==> src/design/bsc_mul.sv <==
// ----------------------------------------------------------------------------
// bsc_mul - shared 64x64 wrap multiplier, three 32x32 partial products
// One partial product per cycle; done pulses with the low 64 bits.
// ----------------------------------------------------------------------------
module bsc_mul (
  input  logic        clk,
  input  logic        rst,
  input  logic        start,
  input  logic [63:0] a,
  input  logic [63:0] b,
  output logic        done,
  output logic [63:0] prod
);

  logic [63:0] ra, rb, acc;
  logic [2:0]  step;
  logic        busy;
  logic [31:0] opa, opb;
  logic [63:0] pp;

  always_comb begin
    case (step[1:0])
      2'd0: begin opa = ra[31:0]; opb = rb[31:0]; end
      2'd1: begin opa = ra[63:32]; opb = rb[31:0]; end
      2'd2: begin opa = ra[31:0]; opb = rb[63:32]; end
      default: begin opa = 32'd0; opb = 32'd0; end
    endcase
  end

  always_ff @(posedge clk) begin
    pp <= opa * opb;
  end

  always_ff @(posedge clk) begin
    if (rst) begin
      busy <= 1'b0;
      step <= 3'd0;
      done <= 1'b0;
    end else begin
      done <= 1'b0;
      if (start) begin
        busy <= 1'b1;
        step <= 3'd0;
        ra   <= a;
        rb   <= b;
        acc  <= 64'd0;
      end else if (busy) begin
        step <= step + 3'd1;
        // pp holds the product of the previous step
        case (step)
          3'd1: acc <= pp;
          3'd2: acc <= acc + {pp[31:0], 32'd0};
          3'd3: begin
            acc  <= acc + {pp[31:0], 32'd0};
            busy <= 1'b0;
            done <= 1'b1;
          end
          default: acc <= acc;
        endcase
      end
    end
  end

  assign prod = acc;

endmodule

==> config.mk <==
export PLATFORM = sky130hd
export DESIGN_NAME = bsc_mul
export DESIGN_NICKNAME = d
export VERILOG_FILES = /design/src/design/bsc_mul.sv
export SDC_FILE = /design/constraint.sdc
export NUM_CORES = 2
export LEC_CHECK = 0
export ABC_AREA = 1
export BUFFER_PORTS_ARGS = -buffer_cell sky130_fd_sc_hd__buf_2
export CAP_MARGIN = 30
export CORE_UTILIZATION = 35
export DETAILED_ROUTE_END_ITERATION = 10
export GPL_TIMING_DRIVEN = 0
export PLACE_DENSITY = 0.61
export SLEW_MARGIN = 20
export SYNTH_ARGS = -nofsm -noshare
export SYNTH_HDL_FRONTEND = slang
export SYNTH_SLANG_ARGS = --single-unit
==> constraint.sdc <==
create_clock -name clk -period 8.35 [get_ports clk]
set_input_delay 0 -clock clk [delete_from_list [all_inputs] [get_ports clk]]
set_output_delay 0 -clock clk [all_outputs]
set_load 0.005 [all_outputs]
==> qor.yml <==
outcome: "complete, no violations"
fin_nets: 7204
finClkSkew_ps: 21.9
setup_viol: 0
io_pins: 196
hold_class: "primary input to flop"
drtIter0Drc: 3447
critPathArrivalTime_ps: 8740
routedWlPerCell_um: 23.3
r2r_cells: 29
place_congestion: 1.03
rows: 132
netlist_instances: 5450
whs_path_depth: 2
cts_buffers: 29
hold_viol_final: 0
drt-total-wl_um: 178000
fin_crit_ps: 8270
drc: 0
area_growth_pct: 15.2
die-width_um: 364
cts_tree: "done"
post-route-period-util_pct: 99.0
slowest_stage: "fa_1"
clk_pin_slew_worst_paths_ps: 70
vias: 38129
h-tree-depth: 1
startpoint_type: "flop"
routed_via_density: 4.99
coreArea_um2: 130000
drive_above_1_share_pct: 12.0
ys_seq_area_share_pct: 15.6
ys_ff_latch: 261
start_util_pct: 35.4
crit_fanout: 10
worst_pin_slew_ps: 1100
root_buffer: "clkbuf_16"
antenna_found_initial: 2
avgSynthCellArea_um2: 8.43
yosysWarnings: 0
die_h_um: 364
synth_cell_types: 44
whs_ps: 97.9
crit_path_end_kind: "flop"
required_ps: 8820
clkSinkCount: 261
max_slew_margin_pct: 26.5
grt_overflow: 0
first_pass_iters: 6
antenna_left: 0
portBuffers: 195
maxCapViolations: 0
cp_common_cell: "nand2_1"
synthesis.area_um2: 45900
clockBufferDepth: 3
clock_latency_ps: 600
grt_pass1_wl_um: 257000
hpwl_um: 146000
synth_fp_nets: 6777
grt_max_degree: 30
grt_usage_pct: 26.9
rsz0062_at_grt: "true"
die_area_um2: 133000
final_max_slew_viol_count: 0
critical_path_class: "flop to flop"
fmax_mhz: 121
slowest_delay_ps: 620
grt_pass1_vias: 39082
-- critical path: cells and delay by family (launching register included) --
family	cells	cell delay (ps)
adder cells (fa/ha/maj)	10	4290
buffers and inverters	7	1430
AND/OR/NAND/NOR	10	1060
AO/OA/AOI/OAI	2	990
flip-flops	1	350
-- routing by layer --
| layer | part of all wire (%) | vias to the layer above | GRT usage (%) |
|---|---|---|---|
| li1 | - | 16782 | - |
| met1 | 39 | 18806 | 33.6 |
| met2 | 44 | 2031 | 41.7 |
| met3 | 10 | 508 | 7.24 |
| met4 | 7.3 | 2 | 16.1 |
| met5 | 0.011 | - | 0 |
-- cell usage in the layout (no fill, tap or decap), types with 6 or more instances in the layout --
master | synthesis | final
fa_1 | 897 | 892
a21oi_4 | 8 | 21
clkbuf_2 | 0 | 7
nand3_1 | 87 | 87
ha_2 | 0 | 15
clkbuf_4 | 0 | 15
and2_1 | 9 | 9
buf_12 | 0 | 19
a22oi_4 | 16 | 16
a21oi_1 | 94 | 82
o21ai_0 | 83 | 81
buf_6 | 17 | 34
xor2_2 | 0 | 11
inv_2 | 22 | 18
dfxtp_1 | 69 | 68
xnor2_1 | 6 | 6
nor2_2 | 22 | 29
clkbuf_1 | 28 | 21
a21oi_2 | 14 | 13
buf_4 | 29 | 86
xor2_1 | 52 | 41
ha_1 | 299 | 282
nor3_1 | 9 | 7
nor3_2 | 4 | 6
nor2_1 | 776 | 754
buf_2 | 122 | 276
inv_4 | 1 | 6
clkbuf_16 | 0 | 31
nand3_2 | 9 | 9
o21bai_1 | 21 | 21
nor2_4 | 9 | 24
nand2_2 | 20 | 23
nand4_1 | 10 | 10
a22oi_2 | 16 | 16
inv_1 | 1244 | 1243
dlygate4sd3_1 | 0 | 131
edfxtp_1 | 192 | 192
nand2_1 | 1240 | 1237
-- path summary, 6_finish.rpt --
path	start	slack (ps)	end
worst max-delay path	step[1]	80	pp[50]
worst min-delay path	a[24]	100	ra[24]
worst min register to register	busy	480	done
worst max register to register	step[1]	80	pp[50]
-- cell usage after synthesis (all sizes together) --
| library cell | number | share of area (%) |
|---|---|---|
| or2 | 4 | 0.054 |
| nand3 | 96 | 1.1 |
| a21oi | 116 | 1.6 |
| inv | 1267 | 10 |
| a211oi | 3 | 0.049 |
| o21ai | 84 | 0.92 |
| nand4 | 10 | 0.14 |
| clkbuf | 28 | 0.23 |
| a22oi | 32 | 1.2 |
| and3 | 2 | 0.027 |
| xnor2 | 6 | 0.11 |
| o21a | 1 | 0.016 |
| a31oi | 1 | 0.014 |
| nand2 | 1260 | 10 |
| a21o | 1 | 0.016 |
| nor3 | 13 | 0.19 |
| buf | 168 | 2.2 |
| xor2 | 52 | 0.99 |
| fa | 897 | 39 |
| nand2b | 2 | 0.027 |
| dfxtp | 69 | 3.0 |
| nor2 | 809 | 6.9 |
| nand3b | 5 | 0.082 |
| and2 | 9 | 0.12 |
| o21bai | 21 | 0.34 |
| a21boi | 2 | 0.049 |
| edfxtp | 192 | 13 |
| ha | 299 | 8.1 |
| o211ai | 1 | 0.016 |
-- logic make-up after synthesis --
logic type	after synthesis	share of synthesized area (%)
buf+inv	1463	12.8
flops	261	15.6
simple gates	2210	19.1
fa+ha+maj	1196	47.2
compound gates	262	4.17
xor+xnor	58	1.11
-- stage by stage --
| stage | area (µm²) | TNS, ps | util (%) | instances | worst slack, ps |
|---|---|---|---|---|---|
| floorplan | 45900 | 0 | - | 5450 | 1220 |
| global placement | 49100 | -246190 | 37.8 | 7387 | -1470 |
| detailed placement | 49300 | -16110 | 38.0 | 7396 | -569 |
| CTS | 52200 | 0 | 40.2 | 7613 | 0.838 |
| global route | 52900 | -65.3 | 40.7 | 7642 | -33.9 |
| finish | 52900 | 0 | 40.8 | 7643 | 79.3 |
-- sequential cells by signal, summed over array words and instances (netlist names) --
register	count
pp	64
prod	64
ra	64
rb	64
step	3
busy	1
done	1
-- repair_timing --
item	in CTS	in global routing
resized for setup	83	127
buffers inserted	33	30
endpoints found under the setup margin	45	43
hold endpoints to repair	158	0
pin swaps	15	20
hold buffers	131	0
-- cell type report --
type,count,area [µm²]
Antenna cell,1,2.50
Buffer,194,1380
Clock buffer,38,842
Clock inverter,16,141
Fill cell,13212,76900
Inverter,1267,4770
Multi-Input combinational cell,3726,33400
Sequential cell,261,7150
Tap cell,1742,2180
Timing Repair Buffer,398,3050
Power is not shown: default switching activity piles up to over one toggle a cycle in this logic, so the estimate is an artifact.
