<file path="config.mk">
export PLATFORM = sky130hd
export DESIGN_NAME = bsc_div
export DESIGN_NICKNAME = d
export VERILOG_FILES = /design/src/design/bsc_pkg.sv /design/src/design/bsc_div.sv
export SDC_FILE = /design/constraint.sdc
export NUM_CORES = 1
export LEC_CHECK = 0
export BUFFER_PORTS_ARGS = -buffer_cell sky130_fd_sc_hd__buf_2
export CAP_MARGIN = 20
export CORE_MARGIN = 10
export CORE_UTILIZATION = 55
export CTS_BUF_LIST = sky130_fd_sc_hd__clkbuf_16
export CTS_CLUSTER_DIAMETER = 40
export CTS_CLUSTER_SIZE = 16
export DETAILED_ROUTE_END_ITERATION = 16
export PLACE_DENSITY = 0.75
export SYNTH_ARGS = -nofsm -noshare
export SYNTH_HDL_FRONTEND = slang
export SYNTH_SLANG_ARGS = --single-unit
</file>
<file path="constraint.sdc">
create_clock -name clk -period 10 [get_ports clk]
set_clock_uncertainty 0.2 [all_clocks]
set_input_delay 2 -clock clk [delete_from_list [all_inputs] [get_ports clk]]
set_output_delay 2 -clock clk [all_outputs]
set_load 0.005 [all_outputs]
</file>
<file path="src/design/bsc_pkg.sv">
// ----------------------------------------------------------------------------
// bsc_pkg - shared types and constants for the barometric compensation unit
// Register indexes, sequencer states, scaling constants and the result record.
// ----------------------------------------------------------------------------
package bsc_pkg;

  localparam int unsigned CFG_IDX_W = 3;
  localparam int unsigned CFG_DATA_W = 32;

  localparam logic [CFG_IDX_W-1:0] REG_T1 = 3'd0;
  localparam logic [CFG_IDX_W-1:0] REG_T2 = 3'd1;
  localparam logic [CFG_IDX_W-1:0] REG_T3 = 3'd2;
  localparam logic [CFG_IDX_W-1:0] REG_P1 = 3'd3;
  localparam logic [CFG_IDX_W-1:0] REG_P23 = 3'd4;
  localparam logic [CFG_IDX_W-1:0] REG_P45 = 3'd5;
  localparam logic [CFG_IDX_W-1:0] REG_P67 = 3'd6;
  localparam logic [CFG_IDX_W-1:0] REG_P89 = 3'd7;

  localparam logic [63:0] T_FINE_OFFSET = 64'd128000;
  localparam logic [63:0] P_FULL_SCALE = 64'd1048576;
  localparam logic [63:0] P_SCALE = 64'd3125;
  localparam logic [31:0] T_ROUND = 32'd128;

  localparam int unsigned DIV_STEPS = 64;
  localparam int unsigned DIV_CNT_W = 7;

  // Sequencer steps; multiplier operands are chosen per step.
  typedef enum logic [4:0] {
    S_IDLE,
    S_T_D1,      // d1*t2
    S_T_D2SQ,    // d2*d2
    S_T_V2,      // (d2sq>>>12)*t3
    S_T_FIN,     // t_fine*5
    S_P_AA,      // a*a
    S_P_B6,      // aa*p6
    S_P_B5,      // a*p5
    S_P_A3,      // aa*p3
    S_P_A2,      // a*p2
    S_P_A1,      // (2^47+a)*p1
    S_P_CHK,
    S_P_NUM,     // numerator*3125
    S_P_DIV,
    S_P_DSGN,
    S_P_C1,      // p9*(p>>>13)
    S_P_C2,      // *(p>>>13)
    S_P_D,       // p8*p
    S_P_FIN,
    S_OUT
  } state_t;

  typedef struct packed {
    logic        kind;
    logic [31:0] temp;
    logic [31:0] pres;
    logic        zdiv;
  } result_t;

endpackage

</file>
<file path="src/design/bsc_div.sv">
// ----------------------------------------------------------------------------
// bsc_div - 64-bit unsigned restoring divider, one quotient bit per cycle
// ----------------------------------------------------------------------------
module bsc_div (
  input  logic        clk,
  input  logic        rst,
  input  logic        start,
  input  logic [63:0] num,
  input  logic [63:0] den,
  output logic        done,
  output logic [63:0] quo
);

  logic [63:0] rem, q, d;
  logic [bsc_pkg::DIV_CNT_W-1:0] cnt;
  logic busy;
  logic [64:0] trial;

  assign trial = {rem, q[63]} - {1'b0, d};

  always_ff @(posedge clk) begin
    if (rst) begin
      busy <= 1'b0;
      done <= 1'b0;
      cnt  <= '0;
    end else begin
      done <= 1'b0;
      if (start) begin
        busy <= 1'b1;
        rem  <= 64'd0;
        q    <= num;
        d    <= den;
        cnt  <= '0;
      end else if (busy) begin
        if (!trial[64]) begin
          rem <= trial[63:0];
          q   <= {q[62:0], 1'b1};
        end else begin
          rem <= {rem[62:0], q[63]};
          q   <= {q[62:0], 1'b0};
        end
        cnt <= cnt + 1'b1;
        if (cnt == bsc_pkg::DIV_CNT_W'(bsc_pkg::DIV_STEPS - 1)) begin
          busy <= 1'b0;
          done <= 1'b1;
        end
      end
    end
  end

  assign quo = q;

endmodule

</file>
==> results of run 1 <==
[report_power, final]
group | total [uW] | internal, uW | switching (uW)
clock network | 1020 | 620 | 403
registers | 1050 | 1020 | 34.8
logic | 696 | 305 | 391
total | 2770 | 1940 | 828
[per-stage QoR]
step | util (%) | hold WS (ns) | power, uW
6_report | 66.4 | 0.289 | 2770
5_1_grt | 66.4 | 0.302 | 2910
4_1_cts | 66.4 | 0.286 | 2780
3_5_place_dp | 61.7 | 0.288 | 1760
3_3_place_gp | 61.7 | 0.271 | 1740
2_1_floorplan | - | 0.232 | 1600
[metal layers]
| layer | part of all wire, % | global-route usage, % |
|---|---|---|
| met1 | 42 | 24.4 |
| met2 | 47 | 33.4 |
| met3 | 9.2 | 7.67 |
| met4 | 2.1 | 5.00 |
| met5 | 0.055 | 0 |
[cells by family after synthesis]
logic type / Yosys count / synth area share (%)
compound gates: 248 / 13.5
simple gates: 248 / 9.73
flops: 201 / 50.0
buf+inv: 131 / 4.34
mux: 122 / 10.9
fa+ha+maj: 66 / 7.01
xor+xnor: 59 / 4.41
[cells in the mapped netlist, types with 9 or more instances]
cell type	count
mux2i_1	59
nand2b_1	10
xor2_1	22
nor2_1	102
nor3_1	13
o21ai_1	11
a21o_1	32
mux2_2	63
nand2_1	51
a211oi_1	10
a21oi_1	79
o21a_1	11
ha_1	65
edfxtp_1	192
nor2b_1	11
inv_1	78
o21ai_0	31
o21bai_1	9
dfxtp_1	9
clkbuf_1	46
nand4_1	26
xnor2_1	36
a31oi_1	9
[critical path, stage by stage (launching register included)]
cell and delay, ns:
edfxtp_1 0.34, inv_1 0.06, ha_1 0.23, fa_1 0.40
nor2b_1 0.17, o31ai_1 0.10, a211oi_1 0.45, a31o_2 0.33
o211ai_2 0.11, a211oi_1 0.29, or3_1 0.18, a21oi_2 0.09
xnor2_4 0.67, buf_4 0.52, mux2i_1 0.26, nor2_1 0.05
[path summary, 6_finish.rpt]
kind / end / slack, ns / cells past startpoint
min: done / 0.29 / 1
max: rem[47] / 5.22 / 15
min reg2reg: done / 0.29 / 1
max reg2reg: rem[47] / 5.22 / 15
[layout make-up]
| cell class | instances | area, sq um | share of cell area, % |
|---|---|---|---|
| clock buffer | 29 | 726 | 5.16 |
| antenna | 3 | 7.51 | 0.0534 |
| tap | 275 | 344 | 2.45 |
| clock inverter | 25 | 267 | 1.90 |
| sequential | 201 | 5950 | 42.3 |
| multi-input combinational | 743 | 5450 | 38.8 |
| timing repair buffer | 201 | 1020 | 7.28 |
| inverter | 78 | 293 | 2.08 |
[registers in the layout, summed over array words and instances, names as in the netlist]
name	cells
quo	64
cnt	7
done	1
rem	64
d	64
busy	1
[layout by cell type (no fill, tap or decap), types with 8 or more instances in the layout]
| cell | netlist | layout |
|---|---|---|
| mux2_2 | 63 | 63 |
| nor2b_1 | 11 | 11 |
| o21bai_1 | 9 | 9 |
| buf_2 | 1 | 194 |
| mux2i_1 | 59 | 59 |
| or3_1 | 8 | 8 |
| dfxtp_1 | 9 | 9 |
| nand4_1 | 26 | 26 |
| clkbuf_16 | 0 | 29 |
| inv_1 | 78 | 81 |
| a31oi_1 | 9 | 9 |
| o21a_1 | 11 | 11 |
| xnor2_1 | 36 | 36 |
| nand2_1 | 51 | 51 |
| a21oi_1 | 79 | 79 |
| a21o_1 | 32 | 32 |
| a211oi_1 | 10 | 10 |
| ha_1 | 65 | 65 |
| o21ai_1 | 11 | 11 |
| edfxtp_1 | 192 | 192 |
| nor3_1 | 13 | 13 |
| o21ai_0 | 31 | 31 |
| xor2_1 | 22 | 22 |
| nand2b_1 | 10 | 10 |
| nor2_1 | 102 | 100 |
==> metrics.md, run 1 <==
| Metric | Value |
|---|---|
| Status | complete, no violations |
| Worst r2r src | quo[63] |
| Post-Place Cells | 1,498 |
| Grt ovf | 0 |
| Area leader, netlist | edfxtp_1 |
| Synth Net Count | 1,272 |
| Number of DRC markers in iteration 0 | 572 |
| Setup Buffers After CTS | 0 |
| H-tree depth | 1 |
| Initial antenna violation count | 5 |
| Worst Tran Pin Value | 1.07 ns |
| Setup TNS | 0 ns |
| Final instance area | 14,100 sq um |
| Final period util | 47.8% |
| Worst skew pair latency | 0.56 ns |
| Setup CP Type | flop to flop |
| Pin count of the biggest net entering global routing | 87 |
| Type of the tightest min-delay check | flop to flop |
| Max-slew violation count | 0 |
| Cts-stage hold buffer count | 0 |
| Via/cell ratio | 5.73 |
| Unrepaired setup endpoints after global routing | false |
| Dpl hpwl | 21,800 microns |
| Avg Cell Area, Syn | 11.1 sq um |
| Num CTS Buffers | 29 |
| FP Rows | 53 |
| Worst IR drop on VDD | 139 uV |
| Count of non-filler cells in the finished layout | 1,555 |
| PnR worst setup slack | 5.22 ns |
| Vias in the first global route | 9,203 |
| Top-area cell type share of the netlist area | 48.5% |
| Ys async rst share | 0% |
| Number of flops mapped to enable cells by yosys | 192 |
| Min cycle time layout | 4.78 ns |
| Initial Utilization | 56.2% |
| Area of the core | 21,200 sq um |
| Port Buffers | 195 |
| First-pass DRT Iterations | 5 |
| Global Route Usage Sum | 20.2% |
| Crit path capture type | flop |
| Post-synthesis sequential area ratio | 50.0% |
| Final setup violating endpoints | 0 |
| Mapped Cells | 1,075 |
| Synthesized cell area | 11,900 sq um |
| Seq cells post-synth | 201 |
| Number of gates resized after CTS | 0 |
| Die ar. | 27,900 sq um |
| Slew margin rel. | 28.7% |
| Ports | 196 |
| Synth unique cells | 63 |
| CP Launch Type | flop |
| CTS tree | yes |
| Fillcell total | 1,672 |
| Worst Path Required | 10.05 ns |
| Number of max-cap violations | 0 |
| Highest Clock Rate | 209 MHz |
| Share of cells above drive strength 1 | 25.5% |
| Pwr Density | 197 nW/um^2 |
| First-pass GRT wire length | 47,400 microns |
| Crit Path Max Fanout | 30 |
| Synth top area cells | edfxtp_1, ha_1, mux2_2 |
| Die X | 167 microns |
| Clock root buffer | clkbuf_16 |
| Yosys warnings | 0 |
| GP Congestion | 0.896 |
| CTS sink count | 201 |
| DRC viols | 0 |
| Final nets | 1,451 |
| Final Hold Viols | 0 |
| Main synth FF type | edfxtp_1 |
| Dpl ws | 5.20 ns |
| Critical path launch point | quo[63] |
| Antenna viol nets, final | 0 |
| Clk buf depth | 3 |
| Die height | 167 microns |
| DR WL/cell | 18.8 microns |
| Worst Hold Launch | cnt[6] |
| Final Routed Wirelength | 29,300 microns |
| Cell leakage power | 0.00598 uW |
| Reg clk slew, reported paths | 0.07 ns |
| Worst path arrival time | 4.83 ns |
| P&R area growth vs syn | 18.3% |
| Area after DPL | 13,100 sq um |
| Via count | 8,915 |
Note: power is estimated with default switching activity, not from simulation.
==> run 2, diff against run 1 <==
--- a/config.mk
+++ b/config.mk
@@ -5,6 +5,7 @@
 export SDC_FILE = /design/constraint.sdc
 export NUM_CORES = 1
 export LEC_CHECK = 0
+export ABC_AREA = 1
 export BUFFER_PORTS_ARGS = -buffer_cell sky130_fd_sc_hd__buf_2
 export CAP_MARGIN = 20
 export CORE_MARGIN = 10
@@ -13,7 +14,7 @@
 export CTS_CLUSTER_DIAMETER = 40
 export CTS_CLUSTER_SIZE = 16
 export DETAILED_ROUTE_END_ITERATION = 16
-export PLACE_DENSITY = 0.75
+export PLACE_DENSITY = 0.74
 export SYNTH_ARGS = -nofsm -noshare
 export SYNTH_HDL_FRONTEND = slang
 export SYNTH_SLANG_ARGS = --single-unit
==> constraint.sdc (replaced) <==
create_clock -name clk -period 4.7 [get_ports clk]
set_clock_uncertainty 0.2 [all_clocks]
set_input_delay 0.94 -clock clk [delete_from_list [all_inputs] [get_ports clk]]
set_output_delay 0.94 -clock clk [all_outputs]
set_load 0.005 [all_outputs]
==> metrics.md, run 2 <==
| Metric | Value |
|---|---|
| Min cycle time layout | 3.50 ns (-1.28 ns) |
| Final setup violating endpoints | 0 (unchanged) |
| Grt ovf | 0 (unchanged) |
| Pin count of the biggest net entering global routing | 129 (+48%) |
| Max-slew violation count | 0 (unchanged) |
| Count of non-filler cells in the finished layout | 2,692 (+73%) |
| Via count | 13,500 (+52%) |
| Vias in the first global route | 13,300 (+44%) |
| Ys async rst share | 0% (unchanged) |
| Avg Cell Area, Syn | 6.77 sq um (-39%) |
| Seq cells post-synth | 201 (unchanged) |
| R2R Setup Slk | 1.20 ns (-4.02 ns) |
| CP max-delay cell | nand2_4 |
| PnR worst setup slack | 1.20 ns (-4.02 ns) |
| Cell leakage power | 0.00924 uW (+55%) |
| Area leader, netlist | edfxtp_1 |
| Setup Buffers After CTS | 0 (unchanged) |
| RR Endpoint | rem[13] |
| Synth top area cells | edfxtp_1, nand2_1, inv_1 |
| Clk buf depth | 3 (unchanged) |
| Crit Path Max Fanout | 64 (+110%) |
| Share of cells above drive strength 1 | 12.2% (-13 points) |
| Worst r2r src | quo[63] |
| Dpl hpwl | 33,600 microns (+54%) |
| Hold Path End | done |
| Via/cell ratio | 5.02 (-12%) |
| Area of the core | 25,900 sq um (+22%) |
| Synthesized cell area | 14,400 sq um (+21%) |
| Worst path buffer plus inverter count | 2 (unchanged) |
| Synth cell count leaders | nand2_1, inv_1, nor2_1, edfxtp_1, ha_1 |
| Setup TNS | 0 ns (unchanged) |
| Die height | 182 microns (+8.9%) |
| Post-synthesis sequential area ratio | 41.3% (-8.8 points) |
| Number of DRC markers in iteration 0 | 1,152 (+100%) |
| Synth Net Count | 2,325 (+83%) |
| Worst Tran Pin Value | 0.870 ns (-0.199 ns) |
| Crit-path leading delay family | simple AND/OR/NAND/NOR gates |
| Main synth FF type | edfxtp_1 |
| Hold depth | 1 (unchanged) |
| Final hold slack | 0.273 ns (-0.0168 ns) |
| Worst R2R Path Depth | 19 (+4) |
| Initial Utilization | 55.6% (-0.59 points) |
| GP Congestion | 1.03 (+15%) |
| Crit-path cells | inv_1, ha_1, fa_1, inv_1, nand2_1, nand2_1, nand3_1, nand2_2, nand2_1, nand2_2, nand2_1, nand2_2, nand2_2, nand2_2, nand2_2, nand2_4, nand2_1, nand2_1, nor2_1 |
| Port Buffers | 195 (unchanged) |
| Setup CP Type | flop to flop |
| Worst IR drop on VDD | 372 uV (+170%) |
| Grt peak-use layer | met2 |
| Die ar. | 33,100 sq um (+19%) |
| Final period util | 74.6% (+27 points) |
| CTS tree | yes |
| Status | complete, no violations |
| Mapped Cells | 2,128 (+98%) |
| Num CTS Buffers | 34 (+17%) |
| Max incr delay on CP | 0.48 ns (-0.19 ns) |
| Pwr Density | 393 nW/um^2 (+100%) |
| Global Route Usage Sum | 25.3% (+5.0 points) |
| CTS sink count | 201 (unchanged) |
| Post-Place Cells | 2,630 (+76%) |
| Worst Path Required | 4.76 ns (-5.29 ns) |
| Layout Utilization | 65.1% (-1.3 points) |
| DRC viols | 0 (unchanged) |
| Number of flops mapped to enable cells by yosys | 192 (unchanged) |
| Most frequent cells in the layout | nand2_1, inv_1, nor2_1, buf_2, edfxtp_1 |
| Synth unique cells | 34 (-46%) |
| GR Util met1 | 34.1% (+9.7 points) |
| First-pass DRT Iterations | 6 (+1) |
| Yosys warnings | 0 (unchanged) |
| Final Hold Viols | 0 (unchanged) |
| Type of the tightest min-delay check | flop to flop |
| Reg clk slew, reported paths | 0.06 ns (about the same) |
| Ports | 196 (unchanged) |
| First-pass GRT wire length | 68,200 microns (+44%) |
| P&R area growth vs syn | 17.1% |
| Global Route met3 Usage | 6.80% (-0.87 points) |
| Worst skew pair latency | 0.52 ns (-0.04 ns) |
| Critical path launch point | quo[63] |
| Antenna viol nets, final | 0 (unchanged) |
| Top-area cell type share of the netlist area | 40.0% (-8.5 points) |
| Number of gates resized after CTS | 0 (unchanged) |
| Dpl ws | 1.25 ns (-3.94 ns) |
| Highest Clock Rate | 285 MHz (+36%) |
| Final nets | 2,528 (+74%) |
| Final Routed Wirelength | 42,600 microns (+45%) |
| Cts-stage hold buffer count | 0 (unchanged) |
| FP Rows | 59 (+11%) |
| H-tree depth | 2 (+1) |
| CP Launch Type | flop |
| DR WL/cell | 15.8 microns (-16%) |
| Most frequent cell after synthesis | nand2_1 |
| Initial antenna violation count | 3 (-2) |
| Crit path capture type | flop |
| Worst path arrival time | 3.56 ns (-1.27 ns) |
| Unrepaired setup endpoints after global routing | false |
| Die X | 182 microns (+8.9%) |
| Clock root buffer | clkbuf_16 |
| Met2 GRT Util | 39.6% (+6.2 points) |
| Most common cell after layout, fill and taps aside | nand2_1 |
| Worst Hold Launch | cnt[6] |
| Slew margin rel. | 42.0% (+13 points) |
| # diodes | 0 (-3) |
| Number of max-cap violations | 0 (unchanged) |
[run 2: changes by cell type after synthesis, sizes merged, moves of 13 or more]
cell,before,now
nor2,102,237
inv,78,421
a21o,32,1
xnor2,37,1
nand3b,1,14
nand2,51,943
nand3,7,59
o21ai,42,9
a21oi,80,62
clkbuf,46,17
mux2,63,0
mux2i,59,0
[run 2: power breakdown]
group	leakage (uW)	switching, uW	internal (uW)
Clock	0.000588	935	1590
Sequential	0.00192	75.9	2170
Combinational	0.00673	1270	594
Total	0.00924	2280	4350
[run 2: worst register-to-register path, cell delays in order (launching register included)]
cell and delay (ns):
edfxtp_1 0.38, inv_1 0.06, ha_1 0.22, fa_1 0.42, inv_1 0.14, nand2_1 0.07
nand2_1 0.07, nand3_1 0.08, nand2_2 0.13, nand2_1 0.08, nand2_2 0.16, nand2_1 0.09
nand2_2 0.10, nand2_2 0.08, nand2_2 0.09, nand2_2 0.07, nand2_4 0.48, nand2_1 0.19
nand2_1 0.10, nor2_1 0.05
[run 2: worst max-delay path by stage]
stage	slack, ns	cells after the start	to
6_report	1.20	19	rem[13]
5_1_grt	0.84	19	rem[53]
4_1_cts	1.22	19	rem[13]
3_5_place_dp	1.25	19	rem[38]
3_3_place_gp	1.38	19	rem[16]
2_1_floorplan	0.51	4	quo[0]
[run 2: final cells by class]
cell class	instances	area (sq um)
repair buffers	200	1030
clock inverters	26	272
clock buffers	36	901
multi-input cells	1473	6720
well taps	335	419
flip-flops and latches	201	5950
inverters	421	1580
fillers	2309	9050
[run 2: stage by stage]
stage / cell area, sq um / power, uW
2_1_floorplan: 14400 / 3570
3_3_place_gp: 15700 / 4070
3_5_place_dp: 15700 / 4100
4_1_cts: 16900 / 6640
5_1_grt: 16900 / 7000
6_report: 16900 / 6630
[run 2: logic make-up after synthesis]
group / Yosys count / share of synthesized area (%)
adder cells (fa/ha/maj): 66 / 5.79
XOR/XNOR: 34 / 2.07
flip-flops: 201 / 41.3
buffers and inverters: 454 / 12.2
AO/OA/AOI/OAI: 84 / 3.15
AND/OR/NAND/NOR: 1289 / 35.5
[run 2: per-layer routing]
metal	up-vias	wire, microns
li1	6871	-
met1	6050	18800
met4	4	856
met2	542	18500
met5	-	21
met3	57	4430
==> run 3, diff against run 2 <==
--- a/config.mk
+++ b/config.mk
@@ -9,7 +9,7 @@
 export BUFFER_PORTS_ARGS = -buffer_cell sky130_fd_sc_hd__buf_2
 export CAP_MARGIN = 20
 export CORE_MARGIN = 10
-export CORE_UTILIZATION = 55
+export CORE_UTILIZATION = 53
 export CTS_BUF_LIST = sky130_fd_sc_hd__clkbuf_16
 export CTS_CLUSTER_DIAMETER = 40
 export CTS_CLUSTER_SIZE = 16
==> constraint.sdc (replaced) <==
create_clock -name clk -period 3 [get_ports clk]
set_clock_uncertainty 0.2 [all_clocks]
set_input_delay 0.6 -clock clk [delete_from_list [all_inputs] [get_ports clk]]
set_output_delay 0.6 -clock clk [all_outputs]
set_load 0.005 [all_outputs]
==> metrics.md, run 3 (same netlist as run 2, synthesis figures left out) <==
| Metric | Value |
|---|---|
| Hold depth | 1 (unchanged) |
| CP Launch Type | flop |
| CTS tree | yes |
| Setup CP Type | flop to flop |
| Initial Utilization | 53.6% (-2.0 points) |
| Status | complete, no violations |
| Ports | 196 (unchanged) |
| Pwr Density | 572 nW/um^2 (+46%) |
| Die height | 185 microns (+1.7%) |
| Final Hold Viols | 0 (unchanged) |
| Min cycle time layout | 2.93 ns (-0.571 ns) |
| DRC viols | 0 (unchanged) |
| Die X | 185 microns (+1.7%) |
| Highest Clock Rate | 341 MHz (+19%) |
| Crit path capture type | flop |
| Initial antenna violation count | 1 (-2) |
| Total power draw | 10,300 uW (+55%) |
| First-pass DRT Iterations | 5 (-1) |
| Most frequent cells in the layout | nand2_1, inv_1, nor2_1, buf_2, edfxtp_1 |
| FP Rows | 60 (+1.7%) |
| Type of the tightest min-delay check | primary input to flop |
| Clk buf depth | 3 (unchanged) |
| Clock root buffer | clkbuf_16 |
| Die ar. | 34,200 sq um (+3.4%) |
| Via count | 14,000 (+3.2%) |
| Final setup violating endpoints | 0 (unchanged) |
| Vias in the first global route | 13,500 (+2.0%) |
| Number of max-cap violations | 0 (unchanged) |
| Share of cells above drive strength 1 | 15.0% (+2.8 points) |
| Count of non-filler cells in the finished layout | 2,794 (+3.8%) |
| Antenna viol nets, final | 0 (unchanged) |
| Dpl hpwl | 33,600 microns (about the same) |
| Num CTS Buffers | 31 (-8.8%) |
| Pin count of the biggest net entering global routing | 87 (-33%) |
| Cell leakage power | 0.00970 uW (+5.0%) |
| Worst Path Required | 3.14 ns (-1.62 ns) |
| Number of DRC markers in iteration 0 | 1,102 (-4.3%) |
| First-pass GRT wire length | 68,400 microns (+0.21%) |
| Reg clk slew, reported paths | 0.05 ns (about the same) |
| Crit Path Max Fanout | 8 (-88%) |
| Fillcell total | 2,367 (+2.5%) |
| Most common cell after layout, fill and taps aside | nand2_1 |
| Grt ovf | 0 (unchanged) |
| P&R area growth vs syn | 25.0% |
| H-tree depth | 1 (-1) |
| CTS sink count | 201 (unchanged) |
| Slew margin rel. | 57.3% (+15 points) |
| Final period util | 97.8% (+23 points) |
| Worst IR drop on VDD | 496 uV (+34%) |
| GP Congestion | 1.04 (+1.7%) |
| Area of the core | 26,900 sq um (+3.7%) |
| DR WL/cell | 16.0 microns (+1.1%) |
| Global Route Usage Sum | 25.1% (-0.17 points) |
| Final Routed Wirelength | 44,700 microns (+4.9%) |
| Port Buffers | 195 (unchanged) |
| Post-Place Cells | 2,669 (+1.5%) |
| Worst skew pair latency | 0.58 ns (+0.06 ns) |
| Max-slew violation count | 0 (unchanged) |
| Worst path arrival time | 3.07 ns (-0.49 ns) |
| Worst R2R Path Depth | 13 (-6) |
| Via/cell ratio | 5.00 (-0.54%) |
| Worst Tran Pin Value | 0.641 ns (-0.229 ns) |
| Final nets | 2,624 (+3.8%) |
[run 3: changes by cell type in the layout (fill, tap and decap cells not counted), sizes merged]
cell / before / now
buf: 200 / 238
clkbuf: 36 / 37
dlygate4sd3: 0 / 55
clkinv: 8 / 10
inv: 435 / 433
clkinvlp: 1 / 4
diode: 0 / 1
bufinv: 3 / 1
[run 3: what timing repair did]
action | in CTS | in global routing
hold buffers | 54 | 1
hold endpoints to repair | 54 | 1
setup buffers | 0 | 4
setup endpoints to repair | 0 | 65
resized for setup | 0 | 56
[run 3: critical path, cell delays in order (launching register included)]
cell and delay (ns):
edfxtp_1 0.41, ha_1 0.42, nand2_1 0.12, nor2_1 0.31, nand2_1 0.20, nor2_1 0.23, a21oi_4 0.11, nand2_4 0.11
nand2_4 0.07, nand2_8 0.16, clkbuf_16 0.19, nand2_1 0.06, nand2_1 0.06, nor2_1 0.05
[run 3: per-layer routing]
layer	wire, microns	up-vias	track usage, %
met5	0	-	0
met4	1270	0	6.89
met3	4260	77	5.51
met2	19600	549	39.9
met1	19600	6272	33.8
li1	-	7062	-
[run 3: power by group]
part	switching (uW)	internal, uW
logic	2160	1240
clock network	1390	2000
registers	124	3390
total	3670	6630
[run 3: cell type report]
class	instances	area [sq um]	share of cell area, %
diodes	1	2.50	0.0139
clock buffers	31	776	4.31
clock inverters	27	211	1.17
inverters	421	1590	8.85
multi-input cells	1473	6970	38.7
flip-flops and latches	201	5950	33.0
well taps	341	427	2.37
repair buffers	299	2080	11.5
[run 3: stage by stage]
step	setup TNS [ns]	cell area (sq um)	hold WS (ns)	worst slack, ns	util [%]
5_1_grt	-0.325	18000	0.000149	-0.0474	67.0
2_1_floorplan	-90.16	14500	0.225	-0.704	-
3_3_place_gp	0	16000	0.246	0.0451	59.5
3_5_place_dp	0	16000	0.253	0.0760	59.5
4_1_cts	0	17500	0.000160	0.0427	65.2
6_report	0	18000	0.00484	0.0662	67.0
[run 3: path summary, 6_finish.rpt]
kind           start  endpoint  slack (ns)
max reg2reg  rem[53]   rem[57]        0.07
min          den[18]     d[18]       0.005
max          rem[53]   rem[57]        0.07
min reg2reg   cnt[6]      done        0.26
